`config.mk`:
```
export PLATFORM = sky130hd
export DESIGN_NAME = crc_packet_framer
export DESIGN_NICKNAME = d
export VERILOG_FILES = /design/src/hw/rtl/cpf_pkg.sv /design/src/hw/rtl/cpf_item_reg.sv /design/src/hw/rtl/cpf_emitter.sv /design/src/hw/rtl/crc_packet_framer.sv
export SDC_FILE = /design/constraint.sdc
export NUM_CORES = 1
export LEC_CHECK = 0
export ABC_AREA = 0
export BUFFER_PORTS_ARGS = -buffer_cell sky130_fd_sc_hd__buf_2
export CAP_MARGIN = 20
export CELL_PAD_IN_SITES_DETAIL_PLACEMENT = 1
export CELL_PAD_IN_SITES_GLOBAL_PLACEMENT = 1
export CORE_MARGIN = 4
export CORE_UTILIZATION = 45
export DETAILED_ROUTE_END_ITERATION = 12
export MAX_ROUTING_LAYER = met4
export PLACE_DENSITY_LB_ADDON = 0.1
export SYNTH_ARGS = -nofsm -noshare
export SYNTH_HDL_FRONTEND = slang
export SYNTH_SLANG_ARGS = --single-unit
```
`constraint.sdc`:
```
create_clock -name clk -period 5.3 [get_ports clk]
set_input_delay 1.06 -clock clk [delete_from_list [all_inputs] [get_ports clk]]
set_output_delay 1.06 -clock clk [all_outputs]
set_load 0.05 [all_outputs]
```
`src/hw/rtl/cpf_pkg.sv`:
```
// cpf_pkg: shared types, constants and the byte-wide crc update for the packet framer
// no dependencies; imported by cpf_item_reg, cpf_emitter and crc_packet_framer
package cpf_pkg;

  localparam logic       OP_HEADER  = 1'b0;
  localparam logic       OP_PAYLOAD = 1'b1;

  localparam logic [7:0]  PREAMBLE_BYTE = 8'hAA;
  localparam logic [15:0] CRC_INIT      = 16'hFFFF;
  localparam logic [15:0] CRC_POLY      = 16'h1021;

  // byte positions of a header request
  localparam logic [2:0] HDR_PRE0   = 3'd0;
  localparam logic [2:0] HDR_PRE1   = 3'd1;
  localparam logic [2:0] HDR_PRE2   = 3'd2;
  localparam logic [2:0] HDR_ID     = 3'd3;
  localparam logic [2:0] HDR_LEN_LO = 3'd4;
  localparam logic [2:0] HDR_LEN_HI = 3'd5;
  localparam logic [2:0] HDR_CRC_LO = 3'd6;
  localparam logic [2:0] HDR_CRC_HI = 3'd7;

  // byte positions of a payload request
  localparam logic [2:0] PAY_DATA   = 3'd0;
  localparam logic [2:0] PAY_CRC_LO = 3'd1;
  localparam logic [2:0] PAY_CRC_HI = 3'd2;

  typedef struct packed {
    logic        op;
    logic [7:0]  frame_id;
    logic [15:0] payload_length;
    logic [7:0]  data_byte;
  } item_t;

  function automatic logic [15:0] crc_update(input logic [15:0] crc, input logic [7:0] b);
    logic [15:0] t;
    t = {crc[7:0] ^ b, 8'h00};
    for (int i = 0; i < 8; i++) begin
      if (t[15]) begin
        t = {t[14:0], 1'b0} ^ CRC_POLY;
      end else begin
        t = {t[14:0], 1'b0};
      end
    end
    return t ^ {8'h00, crc[15:8]};
  endfunction

endpackage

```
`src/hw/rtl/cpf_item_reg.sv`:
```
// cpf_item_reg: one-entry input register holding the request being framed
// depends on cpf_pkg for item_t
module cpf_item_reg
  import cpf_pkg::*;
(
  input  logic  clk,
  input  logic  rst,
  input  logic  in_valid,
  output logic  in_ready,
  input  item_t in_item,
  output logic  item_valid,
  output item_t item,
  input  logic  pop
);

  // refill in the same cycle the held request is released
  assign in_ready = !item_valid || pop;

  always_ff @(posedge clk) begin
    if (rst) begin
      item_valid <= 1'b0;
    end else if (in_valid && in_ready) begin
      item_valid <= 1'b1;
    end else if (pop) begin
      item_valid <= 1'b0;
    end
  end

  always_ff @(posedge clk) begin
    if (in_valid && in_ready) begin
      item <= in_item;
    end
  end

endmodule

```
`src/hw/rtl/cpf_emitter.sv`:
```
// cpf_emitter: byte sequencer, frame state, crc register and output register
// depends on cpf_pkg for item_t, byte positions and crc_update
module cpf_emitter
  import cpf_pkg::*;
(
  input  logic       clk,
  input  logic       rst,
  input  logic       item_valid,
  input  item_t      item,
  output logic       pop,
  output logic       out_valid,
  input  logic       out_ready,
  output logic [7:0] out_byte,
  output logic       out_last
);

  logic [15:0] running_crc;
  logic [15:0] bytes_remaining;
  logic        frame_open;
  logic [2:0]  step;

  logic        is_header;
  logic        skip;
  logic        is_data;
  logic        is_close;
  logic        last_step;
  logic        go;
  logic [7:0]  step_byte;
  logic [15:0] crc_base;
  logic [15:0] crc_data_next;

  assign is_header = (item.op == OP_HEADER);

  // payload with no open frame or nothing left is dropped without output
  assign skip = !is_header && (step == PAY_DATA) && (!frame_open || bytes_remaining == 16'd0);

  always_comb begin
    step_byte = 8'h00;
    if (is_header) begin
      case (step)
        HDR_PRE0, HDR_PRE1, HDR_PRE2: step_byte = PREAMBLE_BYTE;
        HDR_ID:                       step_byte = item.frame_id;
        HDR_LEN_LO:                   step_byte = item.payload_length[7:0];
        HDR_LEN_HI:                   step_byte = item.payload_length[15:8];
        HDR_CRC_LO:                   step_byte = running_crc[7:0];
        HDR_CRC_HI:                   step_byte = running_crc[15:8];
        default:                      step_byte = 8'h00;
      endcase
    end else begin
      case (step)
        PAY_DATA:   step_byte = item.data_byte;
        PAY_CRC_LO: step_byte = running_crc[7:0];
        PAY_CRC_HI: step_byte = running_crc[15:8];
        default:    step_byte = 8'h00;
      endcase
    end
  end

  assign is_data   = is_header ? (step <= HDR_LEN_HI) : (step == PAY_DATA);
  assign is_close  = is_header ? (step == HDR_CRC_HI) : (step == PAY_CRC_HI);
  assign last_step = is_close ||
                     (is_header  && step == HDR_LEN_HI && item.payload_length != 16'd0) ||
                     (!is_header && step == PAY_DATA && bytes_remaining != 16'd1);

  // a header restarts the crc, abandoning any open frame
  assign crc_base      = (is_header && step == HDR_PRE0) ? CRC_INIT : running_crc;
  assign crc_data_next = crc_update(crc_base, step_byte);

  assign go  = item_valid && !skip && (!out_valid || out_ready);
  assign pop = item_valid && (skip || (go && last_step));

  always_ff @(posedge clk) begin
    if (rst) begin
      running_crc     <= CRC_INIT;
      bytes_remaining <= 16'd0;
      frame_open      <= 1'b0;
      step            <= 3'd0;
    end else begin
      if (pop) begin
        step <= 3'd0;
      end else if (go) begin
        step <= step + 3'd1;
      end
      if (go) begin
        if (is_data) begin
          running_crc <= crc_data_next;
        end
        if (is_header && step == HDR_LEN_HI) begin
          frame_open      <= 1'b1;
          bytes_remaining <= item.payload_length;
        end
        if (!is_header && step == PAY_DATA) begin
          bytes_remaining <= bytes_remaining - 16'd1;
        end
        if (is_close) begin
          running_crc     <= CRC_INIT;
          bytes_remaining <= 16'd0;
          frame_open      <= 1'b0;
        end
      end
    end
  end

  always_ff @(posedge clk) begin
    if (rst) begin
      out_valid <= 1'b0;
    end else if (go) begin
      out_valid <= 1'b1;
    end else if (out_ready) begin
      out_valid <= 1'b0;
    end
  end

  always_ff @(posedge clk) begin
    if (go) begin
      out_byte <= step_byte;
      out_last <= is_close;
    end
  end

endmodule

```
`src/hw/rtl/crc_packet_framer.sv`:
```
// crc_packet_framer: top level of the crc16 command frame builder
// depends on cpf_pkg, cpf_item_reg and cpf_emitter
//
// channel  dir  payload                                         handshake
// s        in   tuser op, tdata id / length / data byte         s_tvalid, s_tready
// m        out  tdata frame byte, tlast end of frame            m_tvalid, m_tready
//
// one output byte leaves per cycle from the output register unless m stalls; the byte sequencer sets the rate
// payload request: its data byte, then the crc low and high bytes when it is the last byte of the frame
// header request: preamble, id and length bytes, then the crc when the length is zero; ignored payload: no output
// next request is taken in the cycle the held one finishes, so payload streams back to back
// reset: no frame open, crc 0xffff, no byte pending; a stall on m simply holds the sequencer
module crc_packet_framer
  import cpf_pkg::*;
(
  input  logic        clk,
  input  logic        rst,
  input  logic        s_tvalid,
  output logic        s_tready,
  input  logic [31:0] s_tdata,  // frame_id [7:0], payload_length [23:8], data_byte [31:24]
  input  logic        s_tuser,  // op: 0 header, 1 payload byte
  output logic        m_tvalid,
  input  logic        m_tready,
  output logic [7:0]  m_tdata,  // frame_byte [7:0]
  output logic        m_tlast   // end_of_frame, on the crc high byte
);

  item_t in_item;
  item_t item;
  logic  item_valid;
  logic  pop;

  // unpack the request
  assign in_item.op             = s_tuser;
  assign in_item.frame_id       = s_tdata[7:0];
  assign in_item.payload_length = s_tdata[23:8];
  assign in_item.data_byte      = s_tdata[31:24];

  // holding register between the slave side and the sequencer
  cpf_item_reg u_item_reg (
    .clk        (clk),
    .rst        (rst),
    .in_valid   (s_tvalid),
    .in_ready   (s_tready),
    .in_item    (in_item),
    .item_valid (item_valid),
    .item       (item),
    .pop        (pop)
  );

  // byte sequencer with crc and frame state, ending in the output register
  cpf_emitter u_emitter (
    .clk        (clk),
    .rst        (rst),
    .item_valid (item_valid),
    .item       (item),
    .pop        (pop),
    .out_valid  (m_tvalid),
    .out_ready  (m_tready),
    .out_byte   (m_tdata),
    .out_last   (m_tlast)
  );

endmodule
```
==> impl_results.html, run 1 <==
<table>
<tr><th>Metric</th><th>Value</th></tr>
<tr><th colspan="2">Routing</th></tr>
<tr><td>Routed Antenna Nets</td><td>0</td></tr>
<tr><td>Avg Vias per Cell</td><td>6.05</td></tr>
<tr><td>Initial drt markers</td><td>about 200</td></tr>
<tr><td>DR pass1 iterations</td><td>5</td></tr>
<tr><td>Detailed-route wire length</td><td>between 10000 and 15000 µm</td></tr>
<tr><td>Routed wirelength normalized by instance count</td><td>20.3 µm</td></tr>
<tr><td>Total DRC errors in the routed layout</td><td>0</td></tr>
<tr><td>Via Count</td><td>3354</td></tr>
<tr><th colspan="2">Critical path</th></tr>
<tr><td>Required time at the worst-slack endpoint</td><td>around 4.2 ns</td></tr>
<tr><td>Worst Setup Path Type</td><td>register to output pin</td></tr>
<tr><td>Data arrival time at the worst-slack endpoint</td><td>roughly 3.4 ns</td></tr>
<tr><td>Setup crit end kind</td><td>output pin</td></tr>
<tr><td>Startpoint Class</td><td>register</td></tr>
<tr><td>Max FO, Critical Path</td><td>29</td></tr>
<tr><th colspan="2">Placed design</th></tr>
<tr><td>Buffers on Ports</td><td>47</td></tr>
<tr><td>Final Wtd Congestion</td><td>0.820</td></tr>
<tr><td>Final HPWL from detailed placement</td><td>slightly above 8000 µm</td></tr>
<tr><td>Cell Area, Placed</td><td>4340 µm²</td></tr>
<tr><td>Worst slack at placement</td><td>~1.3 ns</td></tr>
<tr><th colspan="2">Floorplanning</th></tr>
<tr><td># rows</td><td>34</td></tr>
<tr><td>Initial cell density of the core</td><td>between 40% and 50%</td></tr>
<tr><td>I/O pin count</td><td>48</td></tr>
<tr><td>Std-Cell Core Area</td><td>slightly below 9000 µm²</td></tr>
<tr><td>Die H</td><td>103 µm</td></tr>
<tr><td>Area of the die</td><td>roughly 11000 µm²</td></tr>
<tr><td>Die X</td><td>a little over 100 µm</td></tr>
<tr><th colspan="2">Timing</th></tr>
<tr><td>Setup repair after global routing missed its margin</td><td>no</td></tr>
<tr><td>Final worst setup slack</td><td>0.889 ns</td></tr>
<tr><td>Timing-limited maximum frequency</td><td>227 MHz</td></tr>
<tr><td>Final setup skew</td><td>approximately 0.0087 ns</td></tr>
<tr><td>Worst Tran Pin Value</td><td>~1.1 ns</td></tr>
<tr><td>Time the final worst path needs with I/O delays and setup</td><td>~4.4 ns</td></tr>
<tr><td>Setup TNS</td><td>0 ns</td></tr>
<tr><td>Normalized max-slew margin</td><td>a little under 30%</td></tr>
<tr><td>Final max-slew violation count</td><td>0</td></tr>
<tr><td>Count of endpoints failing hold in the final timing report</td><td>0</td></tr>
<tr><td>Fin crit share</td><td>83.2%</td></tr>
<tr><td>Number of endpoints failing setup at the final stage</td><td>0</td></tr>
<tr><th colspan="2">Synth</th></tr>
<tr><td>Fraction of post-synthesis cell area in the top cell type by area</td><td>about 31%</td></tr>
<tr><td>Average footprint of a synthesized cell</td><td>between 10 and 15 µm²</td></tr>
<tr><td>Register area share after synthesis</td><td>about half</td></tr>
<tr><td>Top cells by area in the synthesized netlist</td><td>sky130_fd_sc_hd__edfxtp_1, sky130_fd_sc_hd__dfxtp_1, sky130_fd_sc_hd__nor2_1</td></tr>
<tr><td>Yosys warning count</td><td>0</td></tr>
<tr><td>Post-synthesis instance total</td><td>about 400</td></tr>
<tr><td>Summed instance area of the synthesized netlist</td><td>around 4000 µm²</td></tr>
<tr><td>Proportion of register bits with asynchronous set or reset after synthesis</td><td>0%</td></tr>
<tr><td>Dominant cell type by area after synthesis</td><td>sky130_fd_sc_hd__edfxtp_1</td></tr>
<tr><td>Count of flip-flops with a built-in enable after synthesis</td><td>42</td></tr>
<tr><td>Number of synthesized register bits</td><td>79</td></tr>
<tr><td>Number of nets produced by synthesis</td><td>450</td></tr>
<tr><td>Synth cell types</td><td>53</td></tr>
<tr><td>Primary flip-flop cell chosen by synthesis mapping</td><td>sky130_fd_sc_hd__edfxtp_1</td></tr>
<tr><th colspan="2">Final layout</th></tr>
<tr><td>Final design area excluding fillers</td><td>about 4600 µm²</td></tr>
<tr><td>Storage cell area</td><td>~2000 µm²</td></tr>
<tr><td>Area overhead of the layout relative to synthesis</td><td>12.8%</td></tr>
<tr><td># nets final</td><td>487</td></tr>
<tr><td>Area of the multi-input gates</td><td>~1900 µm²</td></tr>
<tr><td>Core Util, Final</td><td>a little over half</td></tr>
<tr><td>Antenna diode count</td><td>0</td></tr>
<tr><td>Number of filler cells placed in the layout</td><td>967</td></tr>
<tr><td>Share of final-layout standard cells stronger than drive strength 1</td><td>approximately 17%</td></tr>
<tr><th colspan="2">Clock tree</th></tr>
<tr><td>Cell at the root of the clock tree</td><td>sky130_fd_sc_hd__clkbuf_8</td></tr>
<tr><td>TritonCTS clock tree</td><td>yes</td></tr>
<tr><td>Post-CTS Setup Bufs</td><td>0</td></tr>
<tr><td>Number of clock sinks</td><td>79</td></tr>
<tr><td>Cts bufs inserted</td><td>9</td></tr>
<tr><td>Number of instances resized during post-cts repair</td><td>0</td></tr>
<tr><td>Clk Latency, worst-skew pair</td><td>approximately 0.36 ns</td></tr>
<tr><td>CTS Hold Bufs</td><td>0</td></tr>
<tr><td>Max Buffers Root-to-Sink</td><td>2</td></tr>
<tr><td>Clk slew on worst S/H paths</td><td>roughly 0.09 ns</td></tr>
<tr><td>H-Tree Depth</td><td>3</td></tr>
<tr><th colspan="2">Min path</th></tr>
<tr><td>Hold/Removal Path Class</td><td>register to register</td></tr>
<tr><th colspan="2">Power</th></tr>
<tr><td>Power density relative to cell area</td><td>329 nW/µm²</td></tr>
<tr><td>Pwr Total</td><td>around 0.0015 W</td></tr>
<tr><td>Static leakage power</td><td>between 1.5 and 2 nW</td></tr>
<tr><td>Worst VDD drop</td><td>~0.15 mV</td></tr>
<tr><th colspan="2">Flow run</th></tr>
<tr><td>Count of max-cap constraint violations</td><td>0</td></tr>
<tr><th colspan="2">GRT</th></tr>
<tr><td>Wire length of the first global-routing pass</td><td>18100 µm</td></tr>
<tr><td>Total routing usage reported by global routing</td><td>between 20% and 30%</td></tr>
<tr><td>Pin count of the biggest net entering global routing</td><td>34</td></tr>
<tr><td>Vias in the first global route</td><td>3353</td></tr>
<tr><td>Total congestion overflow</td><td>0</td></tr>
<tr><td>Initial antenna violation count</td><td>0</td></tr>
<tr><th colspan="2">Status</th></tr>
<tr><td>Outcome</td><td>completed</td></tr>
</table>
-- power breakdown --
group          leakage (nW)  internal, W  total (W)  switching [W]
Clock                 0.103     0.000223   0.000463       0.000240
Sequential            0.703     0.000686   0.000723      0.0000372
Combinational         0.882     0.000126   0.000316       0.000190
Total                  1.69      0.00103    0.00150       0.000467
-- final timing paths --
check	startpoint	endpoint	depth (start not counted)	slack (ns)
hold / removal	u_emitter.running_crc[1]	u_emitter.running_crc[1]	2	0.54
setup reg to reg	u_emitter.step[0]	u_emitter.running_crc[0]	8	1.30
setup / recovery	u_emitter.step[0]	s_tready	8	0.89
hold reg to reg	u_emitter.running_crc[1]	u_emitter.running_crc[1]	2	0.54
-- cells in the final DEF (no fill, tap or decap), types with 7 or more instances in the layout --
cell type                  Yosys  final
sky130_fd_sc_hd__a222oi_1      8      8
sky130_fd_sc_hd__dfxtp_1      37     37
sky130_fd_sc_hd__nor3_1        8      8
sky130_fd_sc_hd__o21ai_0      10     10
sky130_fd_sc_hd__edfxtp_1     42     42
sky130_fd_sc_hd__inv_1        10     10
sky130_fd_sc_hd__a21oi_1      26     25
sky130_fd_sc_hd__a22oi_1      10     10
sky130_fd_sc_hd__clkbuf_8      0      9
sky130_fd_sc_hd__xnor2_1      28     28
sky130_fd_sc_hd__ha_1          9      9
sky130_fd_sc_hd__nor4_1       10     10
sky130_fd_sc_hd__a22o_1       11     11
sky130_fd_sc_hd__nor2_1       68     68
sky130_fd_sc_hd__xor2_1       11     11
sky130_fd_sc_hd__a211oi_1      7      7
sky130_fd_sc_hd__buf_2        10     47
-- layout make-up --
type | instances | area share [%]
Timing Repair Buffer | 51 | 6.08
Tap cell | 108 | 2.96
Multi-Input combinational cell | 290 | 41.9
Clock buffer | 9 | 2.71
Sequential cell | 79 | 43.8
Clock inverter | 7 | 1.75
Inverter | 10 | 0.822
-- kinds of logic (layout without fill, tap and decap cells) --
kind of cell             count (synthesis)  count (layout)  synth area share (%)
AND/OR/NAND/NOR                        128             128                  15.2
AO/OA/AOI/OAI                          112             112                  19.9
flip-flops                              79              79                  49.4
XOR/XNOR                                39              39                  8.44
buffers and inverters                   35              77                  3.74
adder cells (fa/ha/maj)                  9               9                  2.78
multiplexers                             2               2                 0.494
-- flip-flops by register name (all words and copies together) (netlist names) --
register,count
u_item_reg.item,33
u_emitter.bytes_remaining,16
u_emitter.step,3
u_emitter.frame_open,1
u_emitter.out_last,1
u_emitter.out_byte,8
u_emitter.out_valid,1
u_item_reg.item_valid,1
u_emitter.running_crc,15
-- per-layer routing --
layer  share of wire, %  vias to the layer above  wire length (µm)  GRT usage [%]
met1                 46                     1638              5130           32.0
met2                 47                      118              5260           35.2
met3                6.0                       15               674           4.33
met4                1.5                        0               174           6.47
met5                  0                        -                 0              -
li1                   -                     1583                 -              -
-- critical path, stage by stage, from the launching register on --
cell                      delay (ns)
sky130_fd_sc_hd__dfxtp_1        0.36
sky130_fd_sc_hd__inv_1          0.11
sky130_fd_sc_hd__ha_1           0.67
sky130_fd_sc_hd__and3_1         0.93
sky130_fd_sc_hd__o31a_1         0.28
sky130_fd_sc_hd__o21a_1         0.16
sky130_fd_sc_hd__nor2_1         0.09
sky130_fd_sc_hd__nand2_1        0.11
sky130_fd_sc_hd__buf_2          0.27
-- per-stage QoR --
| stage | hold WS [ns] | std cells |
|---|---|---|
| after detailed placement | 0.533 | 537 |
| after floorplan | 0.490 | 404 |
| after global routing | 0.565 | 554 |
| after CTS | 0.546 | 553 |
| final | 0.542 | 554 |
| after global placement | 0.510 | 537 |
-- cell usage after synthesis, drive strengths merged, types with 8 or more instances --
| cell type | instances |
|---|---|
| a21oi | 27 |
| a222oi | 8 |
| a22o | 11 |
| a22oi | 10 |
| buf | 12 |
| clkbuf | 13 |
| dfxtp | 37 |
| edfxtp | 42 |
| ha | 9 |
| inv | 10 |
| nor2 | 68 |
| nor3 | 8 |
| nor4 | 10 |
| o21ai | 11 |
| xnor2 | 28 |
| xor2 | 11 |
Power figures use the tool's default switching activity.
==> inputs of run 2 (changes only) <==
Settings changed: ABC_AREA 0 to 1, CORE_UTILIZATION 45 to 39.
Clock period 5.3 ns to 3.8 ns, I/O delays scaled along.
==> impl_results.html, run 2 <==
<table>
<tr><th>Metric</th><th>Value</th></tr>
<tr><th colspan="2">Power</th></tr>
<tr><td>Static leakage power</td><td>2.57 nW (+52%)</td></tr>
<tr><td>Internal Pwr Total</td><td>0.00162 W (+57%)</td></tr>
<tr><td>Reg power frac</td><td>43.1% (-5.0 points)</td></tr>
<tr><td>Power density relative to cell area</td><td>447 nW/µm² (+36%)</td></tr>
<tr><td>Power share of the combinational group</td><td>20.5% (-0.5 points)</td></tr>
<tr><td>Net switching fraction of the power</td><td>31.0% (-0.15 points)</td></tr>
<tr><td>Worst VDD drop</td><td>0.244 mV (+67%)</td></tr>
<tr><td>Switching power</td><td>0.000727 W (+56%)</td></tr>
<tr><td>Clock share of power</td><td>36.4% (+5.5 points)</td></tr>
<tr><th colspan="2">Min path</th></tr>
<tr><td>Hold wc startpoint</td><td>u_emitter.frame_open</td></tr>
<tr><td>Hold/Removal Path Class</td><td>register to register</td></tr>
<tr><th colspan="2">Routing</th></tr>
<tr><td>DR pass1 iterations</td><td>4 (-1)</td></tr>
<tr><td>Routed wirelength normalized by instance count</td><td>16.8 µm (-17%)</td></tr>
<tr><td>Avg Vias per Cell</td><td>5.14 (-15%)</td></tr>
<tr><td>Routed Antenna Nets</td><td>0 (unchanged)</td></tr>
<tr><td>Initial drt markers</td><td>303 (+48%)</td></tr>
<tr><td>Via Count</td><td>4344 (+30%)</td></tr>
<tr><td>Total DRC errors in the routed layout</td><td>0 (unchanged)</td></tr>
<tr><td>Detailed-route wire length</td><td>14200 µm (+26%)</td></tr>
<tr><th colspan="2">Timing</th></tr>
<tr><td>Timing-limited maximum frequency</td><td>around 290 MHz</td></tr>
<tr><td>Final max-slew violation count</td><td>0 (unchanged)</td></tr>
<tr><td>Setup TNS</td><td>0 ns (unchanged)</td></tr>
<tr><td>Final worst hold slack</td><td>0.479 ns (-0.0631 ns)</td></tr>
<tr><td>Final worst setup slack</td><td>0.326 ns (-0.563 ns)</td></tr>
<tr><td>Normalized max-slew margin</td><td>49.8% (+20 points)</td></tr>
<tr><td>Time the final worst path needs with I/O delays and setup</td><td>about 3.5 ns</td></tr>
<tr><td>Number of endpoints failing setup at the final stage</td><td>0 (unchanged)</td></tr>
<tr><td>Final setup skew</td><td>0.0108 ns (+0.00206 ns)</td></tr>
<tr><td>Fin crit share</td><td>~91%</td></tr>
<tr><td>Setup repair after global routing missed its margin</td><td>no</td></tr>
<tr><td>Worst Tran Pin Value</td><td>0.754 ns (-0.300 ns)</td></tr>
<tr><td>Count of endpoints failing hold in the final timing report</td><td>0 (unchanged)</td></tr>
<tr><th colspan="2">GRT</th></tr>
<tr><td>Total routing usage reported by global routing</td><td>22.9% (-0.37 points)</td></tr>
<tr><td>Vias in the first global route</td><td>4421 (+32%)</td></tr>
<tr><td>Pin count of the biggest net entering global routing</td><td>35 (+2.9%)</td></tr>
<tr><td>Initial antenna violation count</td><td>0 (unchanged)</td></tr>
<tr><td>Wire length of the first global-routing pass</td><td>23100 µm (+27%)</td></tr>
<tr><td>Total congestion overflow</td><td>0 (unchanged)</td></tr>
<tr><th colspan="2">Critical path</th></tr>
<tr><td>Startpoint Class</td><td>register</td></tr>
<tr><td>Start of the worst register-to-register path</td><td>u_emitter.step[0]</td></tr>
<tr><td>Crit path launch</td><td>u_emitter.step[0]</td></tr>
<tr><td>Setup crit end kind</td><td>output pin</td></tr>
<tr><td>Critical path, cell by cell</td><td>inv_1 -&gt; ha_1 -&gt; inv_1 -&gt; nor2_4 -&gt; inv_1 -&gt; nor2_2 -&gt; buf_4 -&gt; nand2_1 -&gt; nand3_1 -&gt; nand3_1 -&gt; nand2_1 -&gt; nor2_1 -&gt; inv_1 -&gt; buf_2</td></tr>
<tr><td>Max FO, Critical Path</td><td>18 (-38%)</td></tr>
<tr><td>Critical path's top delay family</td><td>buffers and inverters</td></tr>
<tr><td>Data arrival time at the worst-slack endpoint</td><td>2.71 ns (-0.64 ns)</td></tr>
<tr><td>Delay of the slowest cell on the worst path</td><td>0.34 ns (-0.59 ns)</td></tr>
<tr><td>Number of buffers and inverters on the critical path</td><td>6 (+4)</td></tr>
<tr><td>FF-to-FF setup slack</td><td>0.78 ns (-0.52 ns)</td></tr>
<tr><td>Required time at the worst-slack endpoint</td><td>3.04 ns (-1.20 ns)</td></tr>
<tr><td>Worst Setup Path Type</td><td>register to output pin</td></tr>
<tr><td>Cell with the most instances on the worst path</td><td>sky130_fd_sc_hd__inv_1</td></tr>
<tr><td>Slowest library cell on the worst path</td><td>sky130_fd_sc_hd__dfxtp_1</td></tr>
<tr><th colspan="2">Floorplanning</th></tr>
<tr><td>Die X</td><td>117 µm (+14%)</td></tr>
<tr><td># rows</td><td>39 (+15%)</td></tr>
<tr><td>Std-Cell Core Area</td><td>11500 µm² (+32%)</td></tr>
<tr><td>Initial cell density of the core</td><td>40.2% (-6.3 points)</td></tr>
<tr><td>Die H</td><td>117 µm (+14%)</td></tr>
<tr><td>Area of the die</td><td>13700 µm² (+29%)</td></tr>
<tr><td>I/O pin count</td><td>48 (unchanged)</td></tr>
<tr><th colspan="2">Synth</th></tr>
<tr><td>Dominant cell type by area after synthesis</td><td>sky130_fd_sc_hd__edfxtp_1</td></tr>
<tr><td>Fraction of post-synthesis cell area in the top cell type by area</td><td>27.3% (-3.9 points)</td></tr>
<tr><td>Commonest cells in the netlist</td><td>sky130_fd_sc_hd__nand2_1, sky130_fd_sc_hd__inv_1, sky130_fd_sc_hd__nand3_1</td></tr>
<tr><td>Number of nets produced by synthesis</td><td>700 (+56%)</td></tr>
<tr><td>Primary flip-flop cell chosen by synthesis mapping</td><td>sky130_fd_sc_hd__edfxtp_1</td></tr>
<tr><td>Proportion of register bits with asynchronous set or reset after synthesis</td><td>0% (unchanged)</td></tr>
<tr><td>Register area share after synthesis</td><td>43.3% (-6.2 points)</td></tr>
<tr><td>Number of synthesized register bits</td><td>79 (unchanged)</td></tr>
<tr><td>Post-synthesis instance total</td><td>654 (+62%)</td></tr>
<tr><td>Top cells by area in the synthesized netlist</td><td>sky130_fd_sc_hd__edfxtp_1, sky130_fd_sc_hd__nand2_1, sky130_fd_sc_hd__dfxtp_1</td></tr>
<tr><td>Summed instance area of the synthesized netlist</td><td>4630 µm² (+14%)</td></tr>
<tr><td>Average footprint of a synthesized cell</td><td>7.07 µm² (-29%)</td></tr>
<tr><td>Count of flip-flops with a built-in enable after synthesis</td><td>42 (unchanged)</td></tr>
<tr><td>Yosys warning count</td><td>0 (unchanged)</td></tr>
<tr><td>Most common cell in the netlist</td><td>sky130_fd_sc_hd__nand2_1</td></tr>
<tr><td>Synth cell types</td><td>37 (-30%)</td></tr>
<tr><th colspan="2">Final layout</th></tr>
<tr><td># nets final</td><td>743 (+53%)</td></tr>
<tr><td>Registers with the most flip-flops</td><td>u_item_reg.item x33, u_emitter.bytes_remaining x16, u_emitter.running_crc x15</td></tr>
<tr><td>Most frequent cells in the layout</td><td>sky130_fd_sc_hd__nand2_1, sky130_fd_sc_hd__inv_1, sky130_fd_sc_hd__nand3_1, sky130_fd_sc_hd__buf_2, sky130_fd_sc_hd__nor2_1</td></tr>
<tr><td>Area overhead of the layout relative to synthesis</td><td>13.6%</td></tr>
<tr><td>Number of filler cells placed in the layout</td><td>1505 (+56%)</td></tr>
<tr><td>Antenna diode count</td><td>0 (unchanged)</td></tr>
<tr><td>Share of final-layout standard cells stronger than drive strength 1</td><td>12.1% (-4.9 points)</td></tr>
<tr><td>Leading cell type in the layout, fill and taps excluded</td><td>sky130_fd_sc_hd__nand2_1</td></tr>
<tr><td>Flip-flop count of the largest register after layout</td><td>33 (unchanged)</td></tr>
<tr><td>Core Util, Final</td><td>45.6% (-6.7 points)</td></tr>
<tr><td>Register containing the most flip-flops in the final layout</td><td>u_item_reg.item</td></tr>
<tr><th colspan="2">Clock tree</th></tr>
<tr><td>Clk slew on worst S/H paths</td><td>0.06 ns (-0.03 ns)</td></tr>
<tr><td>Number of instances resized during post-cts repair</td><td>0 (unchanged)</td></tr>
<tr><td>H-Tree Depth</td><td>3 (unchanged)</td></tr>
<tr><td>Number of clock sinks</td><td>79 (unchanged)</td></tr>
<tr><td>CTS Hold Bufs</td><td>0 (unchanged)</td></tr>
<tr><td>Clk Latency, worst-skew pair</td><td>0.35 ns (about the same)</td></tr>
<tr><td>TritonCTS clock tree</td><td>yes</td></tr>
<tr><td>Cell at the root of the clock tree</td><td>sky130_fd_sc_hd__clkbuf_16</td></tr>
<tr><td>Cts bufs inserted</td><td>9 (unchanged)</td></tr>
<tr><td>Post-CTS Setup Bufs</td><td>0 (unchanged)</td></tr>
<tr><td>Max Buffers Root-to-Sink</td><td>2 (unchanged)</td></tr>
<tr><th colspan="2">Placed design</th></tr>
<tr><td>Worst slack at placement</td><td>0.722 ns (-0.607 ns)</td></tr>
<tr><td>Final HPWL from detailed placement</td><td>10900 µm (+35%)</td></tr>
<tr><td>Buffers on Ports</td><td>47 (unchanged)</td></tr>
<tr><td>Final Wtd Congestion</td><td>0.880 (+7.3%)</td></tr>
<tr><th colspan="2">Status</th></tr>
<tr><td>Outcome</td><td>completed</td></tr>
<tr><th colspan="2">Flow run</th></tr>
<tr><td>Count of max-cap constraint violations</td><td>0 (unchanged)</td></tr>
</table>
[run 2: cell count changes after synthesis, moves of 9 or more]
cell	change
sky130_fd_sc_hd__a22o_1	-11
sky130_fd_sc_hd__a21oi_1	+12
sky130_fd_sc_hd__nor2_1	-24
sky130_fd_sc_hd__nand2_1	+241
sky130_fd_sc_hd__nand3_1	+53
sky130_fd_sc_hd__inv_1	+69
sky130_fd_sc_hd__a22oi_1	-9
sky130_fd_sc_hd__o21ai_0	+21
sky130_fd_sc_hd__xnor2_1	-26
[run 2: final timing paths]
path / to / depth (start not counted)
max: s_tready / 14
max reg2reg: u_item_reg.item[31] / 14
min: u_emitter.frame_open / 2
min reg2reg: u_emitter.frame_open / 2
[run 2: routing by layer]
layer | global-route usage [%] | part of all wire, % | up-vias | routed length, µm
met5 | - | 0 | - | 0
met4 | 7.26 | 1.8 | 0 | 248
met3 | 3.19 | 5.5 | 15 | 779
met1 | 31.5 | 48 | 2050 | 6810
met2 | 35.0 | 45 | 100 | 6330
li1 | - | - | 2179 | -
[run 2: cell families after synthesis]
group,count (synthesis),synth area share (%)
AOI/OAI and AO/OA,80,9.55
xor gates and xnor gates,7,1.33
DFF,79,43.3
buffers and inverters,104,9.22
adders and majority gates,9,2.43
and+or+nand+nor,375,34.2
[run 2: metrics by stage]
| stage | cell area [µm²] | total power, W | cells |
|---|---|---|---|
| 5_1_grt | 5260 | 0.00247 | 845 |
| 3_5_place_dp | 4970 | 0.00151 | 829 |
| 4_1_cts | 5260 | 0.00236 | 845 |
| 2_1_floorplan | 4630 | 0.00136 | 654 |
| 3_3_place_gp | 4970 | 0.00149 | 829 |
| 6_report | 5260 | 0.00235 | 845 |
[run 2: worst reg2reg max path, delay by kind of cell (launching register included)]
family	cells	cell delay, ns
AND/OR/NAND/NOR	8	1.10
buffers and inverters	5	1.00
flip-flops	1	0.34
adder cells (fa/ha/maj)	1	0.25
[run 2: layout make-up]
type,instances,area (µm²),area share (%)
clock buffers,12,236,4.50
clock inverters,4,47.5,0.905
inverters,85,322,6.12
multi-input cells,471,2200,41.9
flip-flops and latches,79,2000,38.1
well taps,143,179,3.40
repair buffers,51,265,5.05
[run 2: power groups by stage]
stage | clock network [W] | registers (W) | logic, W
final | 0.000856 | 0.00101 | 0.000481
after CTS | 0.000867 | 0.00101 | 0.000483
after global routing | 0.000909 | 0.00102 | 0.000546
after detailed placement | 0 | 0.00103 | 0.000478
after floorplan | 0 | 0.00103 | 0.000333
after global placement | 0 | 0.00103 | 0.000463
==> inputs of run 3 (changes only) <==
Settings changed: RECOVER_POWER set to 25, SKIP_CTS_REPAIR_TIMING set to 1.
==> impl_results.html, run 3 (same netlist as run 2, synthesis figures left out) <==
<table>
<tr><th>Metric</th><th>Value</th></tr>
<tr><th colspan="2">Clock tree</th></tr>
<tr><td>Max Buffers Root-to-Sink</td><td>2 (unchanged)</td></tr>
<tr><td>Cts bufs inserted</td><td>9 (unchanged)</td></tr>
<tr><td>Clk Latency, worst-skew pair</td><td>0.35 ns (about the same)</td></tr>
<tr><td>Number of clock sinks</td><td>79 (unchanged)</td></tr>
<tr><td>H-Tree Depth</td><td>3 (unchanged)</td></tr>
<tr><td>TritonCTS clock tree</td><td>yes</td></tr>
<tr><td>Cell at the root of the clock tree</td><td>sky130_fd_sc_hd__clkbuf_16</td></tr>
<tr><td>Clk slew on worst S/H paths</td><td>0.06 ns (about the same)</td></tr>
<tr><th colspan="2">Routing</th></tr>
<tr><td>DR pass1 iterations</td><td>4 (unchanged)</td></tr>
<tr><td>Routed wirelength normalized by instance count</td><td>16.9 µm (+0.52%)</td></tr>
<tr><td>Initial drt markers</td><td>308 (+1.7%)</td></tr>
<tr><td>Detailed-route wire length</td><td>14200 µm (+0.52%)</td></tr>
<tr><td>Via Count</td><td>4339 (-0.12%)</td></tr>
<tr><td>Avg Vias per Cell</td><td>5.13 (-0.12%)</td></tr>
<tr><td>Total DRC errors in the routed layout</td><td>0 (unchanged)</td></tr>
<tr><td>Routed metal-1 wire length</td><td>6860 µm (+0.75%)</td></tr>
<tr><td>Total length of routed met2 wires</td><td>6350 µm (+0.38%)</td></tr>
<tr><td>Routed Antenna Nets</td><td>0 (unchanged)</td></tr>
<tr><td>Uppermost routed layer</td><td>met4</td></tr>
<tr><td>Routed wire length on met3</td><td>778 µm (-0.13%)</td></tr>
<tr><th colspan="2">Placed design</th></tr>
<tr><td>Final Wtd Congestion</td><td>0.880 (unchanged)</td></tr>
<tr><td>Final HPWL from detailed placement</td><td>10900 µm (unchanged)</td></tr>
<tr><td>Worst slack at placement</td><td>0.722 ns (unchanged)</td></tr>
<tr><td>Buffers on Ports</td><td>47 (unchanged)</td></tr>
<tr><th colspan="2">Power</th></tr>
<tr><td>Static leakage power</td><td>2.56 nW (-0.43%)</td></tr>
<tr><td>Power density relative to cell area</td><td>447 nW/µm² (about the same)</td></tr>
<tr><td>Worst VDD drop</td><td>0.244 mV (about the same)</td></tr>
<tr><td>Pwr Total</td><td>0.00235 W (about the same)</td></tr>
<tr><th colspan="2">GRT</th></tr>
<tr><td>Initial antenna violation count</td><td>0 (unchanged)</td></tr>
<tr><td>Total routing usage reported by global routing</td><td>22.9% (unchanged)</td></tr>
<tr><td>Pin count of the biggest net entering global routing</td><td>35 (unchanged)</td></tr>
<tr><td>Total congestion overflow</td><td>0 (unchanged)</td></tr>
<tr><td>Vias in the first global route</td><td>4421 (unchanged)</td></tr>
<tr><td>Wire length of the first global-routing pass</td><td>23100 µm (unchanged)</td></tr>
<tr><th colspan="2">Timing</th></tr>
<tr><td>Worst Tran Pin Value</td><td>0.757 ns (+0.00328 ns)</td></tr>
<tr><td>Count of endpoints failing hold in the final timing report</td><td>0 (unchanged)</td></tr>
<tr><td>Timing-limited maximum frequency</td><td>286 MHz (-0.60%)</td></tr>
<tr><td>Final worst setup slack</td><td>0.305 ns (-0.0209 ns)</td></tr>
<tr><td>Time the final worst path needs with I/O delays and setup</td><td>3.49 ns (+0.0209 ns)</td></tr>
<tr><td>Normalized max-slew margin</td><td>49.5% (-0.22 points)</td></tr>
<tr><td>Setup TNS</td><td>0 ns (unchanged)</td></tr>
<tr><td>Final setup skew</td><td>0.00904 ns (-0.00172 ns)</td></tr>
<tr><td>Fin crit share</td><td>92.0% (+0.55 points)</td></tr>
<tr><td>Final max-slew violation count</td><td>0 (unchanged)</td></tr>
<tr><td>Setup repair after global routing missed its margin</td><td>no</td></tr>
<tr><td>Final worst hold slack</td><td>0.479 ns (-0.0000400 ns)</td></tr>
<tr><td>Number of endpoints failing setup at the final stage</td><td>0 (unchanged)</td></tr>
<tr><th colspan="2">Floorplanning</th></tr>
<tr><td>Die H</td><td>117 µm (unchanged)</td></tr>
<tr><td>Initial cell density of the core</td><td>40.2% (unchanged)</td></tr>
<tr><td>I/O pin count</td><td>48 (unchanged)</td></tr>
<tr><td># rows</td><td>39 (unchanged)</td></tr>
<tr><td>Area of the die</td><td>13700 µm² (unchanged)</td></tr>
<tr><td>Std-Cell Core Area</td><td>11500 µm² (unchanged)</td></tr>
<tr><td>Die X</td><td>117 µm (unchanged)</td></tr>
<tr><th colspan="2">Critical path</th></tr>
<tr><td>Delay of the slowest cell on the worst path</td><td>0.34 ns (about the same)</td></tr>
<tr><td>Critical path's top delay family</td><td>buffers and inverters</td></tr>
<tr><td>Startpoint Class</td><td>register</td></tr>
<tr><td>Required time at the worst-slack endpoint</td><td>3.04 ns (about the same)</td></tr>
<tr><td>Slowest library cell on the worst path</td><td>sky130_fd_sc_hd__dfxtp_1</td></tr>
<tr><td>Worst R2R Path Depth</td><td>14 (unchanged)</td></tr>
<tr><td>Setup crit end kind</td><td>output pin</td></tr>
<tr><td>Cell with the most instances on the worst path</td><td>sky130_fd_sc_hd__inv_1</td></tr>
<tr><td>Number of buffers and inverters on the critical path</td><td>6 (unchanged)</td></tr>
<tr><td>Worst Setup Path Type</td><td>register to output pin</td></tr>
<tr><td>Critical path, cell by cell</td><td>inv_1 -&gt; ha_1 -&gt; inv_1 -&gt; nor2_4 -&gt; inv_1 -&gt; nor2_2 -&gt; buf_4 -&gt; nand2_1 -&gt; nand3_1 -&gt; nand3_1 -&gt; nand2_1 -&gt; nor2_1 -&gt; inv_1 -&gt; buf_2</td></tr>
<tr><td>Data arrival time at the worst-slack endpoint</td><td>2.73 ns (+0.02 ns)</td></tr>
<tr><td>Crit. path cell count</td><td>14 (unchanged)</td></tr>
<tr><td>Max FO, Critical Path</td><td>18 (unchanged)</td></tr>
<tr><th colspan="2">Final layout</th></tr>
<tr><td>Leading cell type in the layout, fill and taps excluded</td><td>sky130_fd_sc_hd__nand2_1</td></tr>
<tr><td># nets final</td><td>743 (unchanged)</td></tr>
<tr><td>Flip-flop count of the largest register after layout</td><td>33 (unchanged)</td></tr>
<tr><td>Antenna diode count</td><td>0 (unchanged)</td></tr>
<tr><td>Most frequent cells in the layout</td><td>sky130_fd_sc_hd__nand2_1, sky130_fd_sc_hd__inv_1, sky130_fd_sc_hd__nand3_1, sky130_fd_sc_hd__nor2_1, sky130_fd_sc_hd__buf_2</td></tr>
<tr><td>Area overhead of the layout relative to synthesis</td><td>13.5% (about the same)</td></tr>
<tr><td>Registers with the most flip-flops</td><td>u_item_reg.item x33, u_emitter.bytes_remaining x16, u_emitter.running_crc x15</td></tr>
<tr><td>Register containing the most flip-flops in the final layout</td><td>u_item_reg.item</td></tr>
<tr><td>Share of final-layout standard cells stronger than drive strength 1</td><td>11.5% (-0.57 points)</td></tr>
<tr><th colspan="2">Flow run</th></tr>
<tr><td>Count of max-cap constraint violations</td><td>0 (unchanged)</td></tr>
<tr><th colspan="2">Status</th></tr>
<tr><td>Outcome</td><td>completed</td></tr>
<tr><th colspan="2">Min path</th></tr>
<tr><td>Hold/Removal Path Class</td><td>register to register</td></tr>
<tr><td>Worst Hold Path Cells</td><td>2 (unchanged)</td></tr>
</table>
-- run 3: worst reg2reg max path: stages (launching register included) --
cell and delay [ns]:
sky130_fd_sc_hd__dfxtp_1 0.34, sky130_fd_sc_hd__inv_1 0.13, sky130_fd_sc_hd__ha_1 0.26, sky130_fd_sc_hd__inv_1 0.09, sky130_fd_sc_hd__nor2_4 0.23, sky130_fd_sc_hd__inv_1 0.11
sky130_fd_sc_hd__nor2_2 0.21, sky130_fd_sc_hd__buf_4 0.27, sky130_fd_sc_hd__nand2_1 0.09, sky130_fd_sc_hd__nand3_1 0.08, sky130_fd_sc_hd__nand3_1 0.08, sky130_fd_sc_hd__nand2_1 0.09
sky130_fd_sc_hd__nor2_1 0.09, sky130_fd_sc_hd__nor2_4 0.23, sky130_fd_sc_hd__buf_4 0.40
-- run 3: path summary, 6_finish.rpt --
kind / start / to / slack [ns]
setup / recovery: u_emitter.step[0] / s_tready / 0.31
hold / removal: u_emitter.frame_open / u_emitter.frame_open / 0.48
setup reg to reg: u_emitter.step[0] / u_item_reg.item[24] / 0.75
hold reg to reg: u_emitter.frame_open / u_emitter.frame_open / 0.48
-- run 3: metal layers --
metal	vias up	GRT usage [%]
met5	-	-
met4	0	7.26
met3	15	3.19
met2	95	35.0
met1	2052	31.5
li1	2177	-
-- run 3: stage by stage --
step | area, µm² | std cells | util, %
6_report | 5250 | 845 | 45.6
5_1_grt | 5250 | 845 | 45.6
4_1_cts | 5260 | 845 | 45.6
3_5_place_dp | 4970 | 829 | 43.2
3_3_place_gp | 4970 | 829 | 43.2
2_1_floorplan | 4630 | 654 | -
-- run 3: area by class of cell --
| cell class | instances | area [µm²] |
|---|---|---|
| Clock buffer | 12 | 236 |
| Multi-Input combinational cell | 471 | 2200 |
| Tap cell | 143 | 179 |
| Fill cell | 1507 | 6260 |
| Inverter | 85 | 322 |
| Timing Repair Buffer | 51 | 260 |
| Sequential cell | 79 | 2000 |
| Clock inverter | 4 | 47.5 |
-- run 3: where the power goes --
part           switching [W]  leakage (nW)  total (W)  internal (W)
registers          0.0000491         0.704    0.00101      0.000963
logic               0.000331          1.71   0.000482      0.000150
clock network       0.000347         0.138   0.000855      0.000507
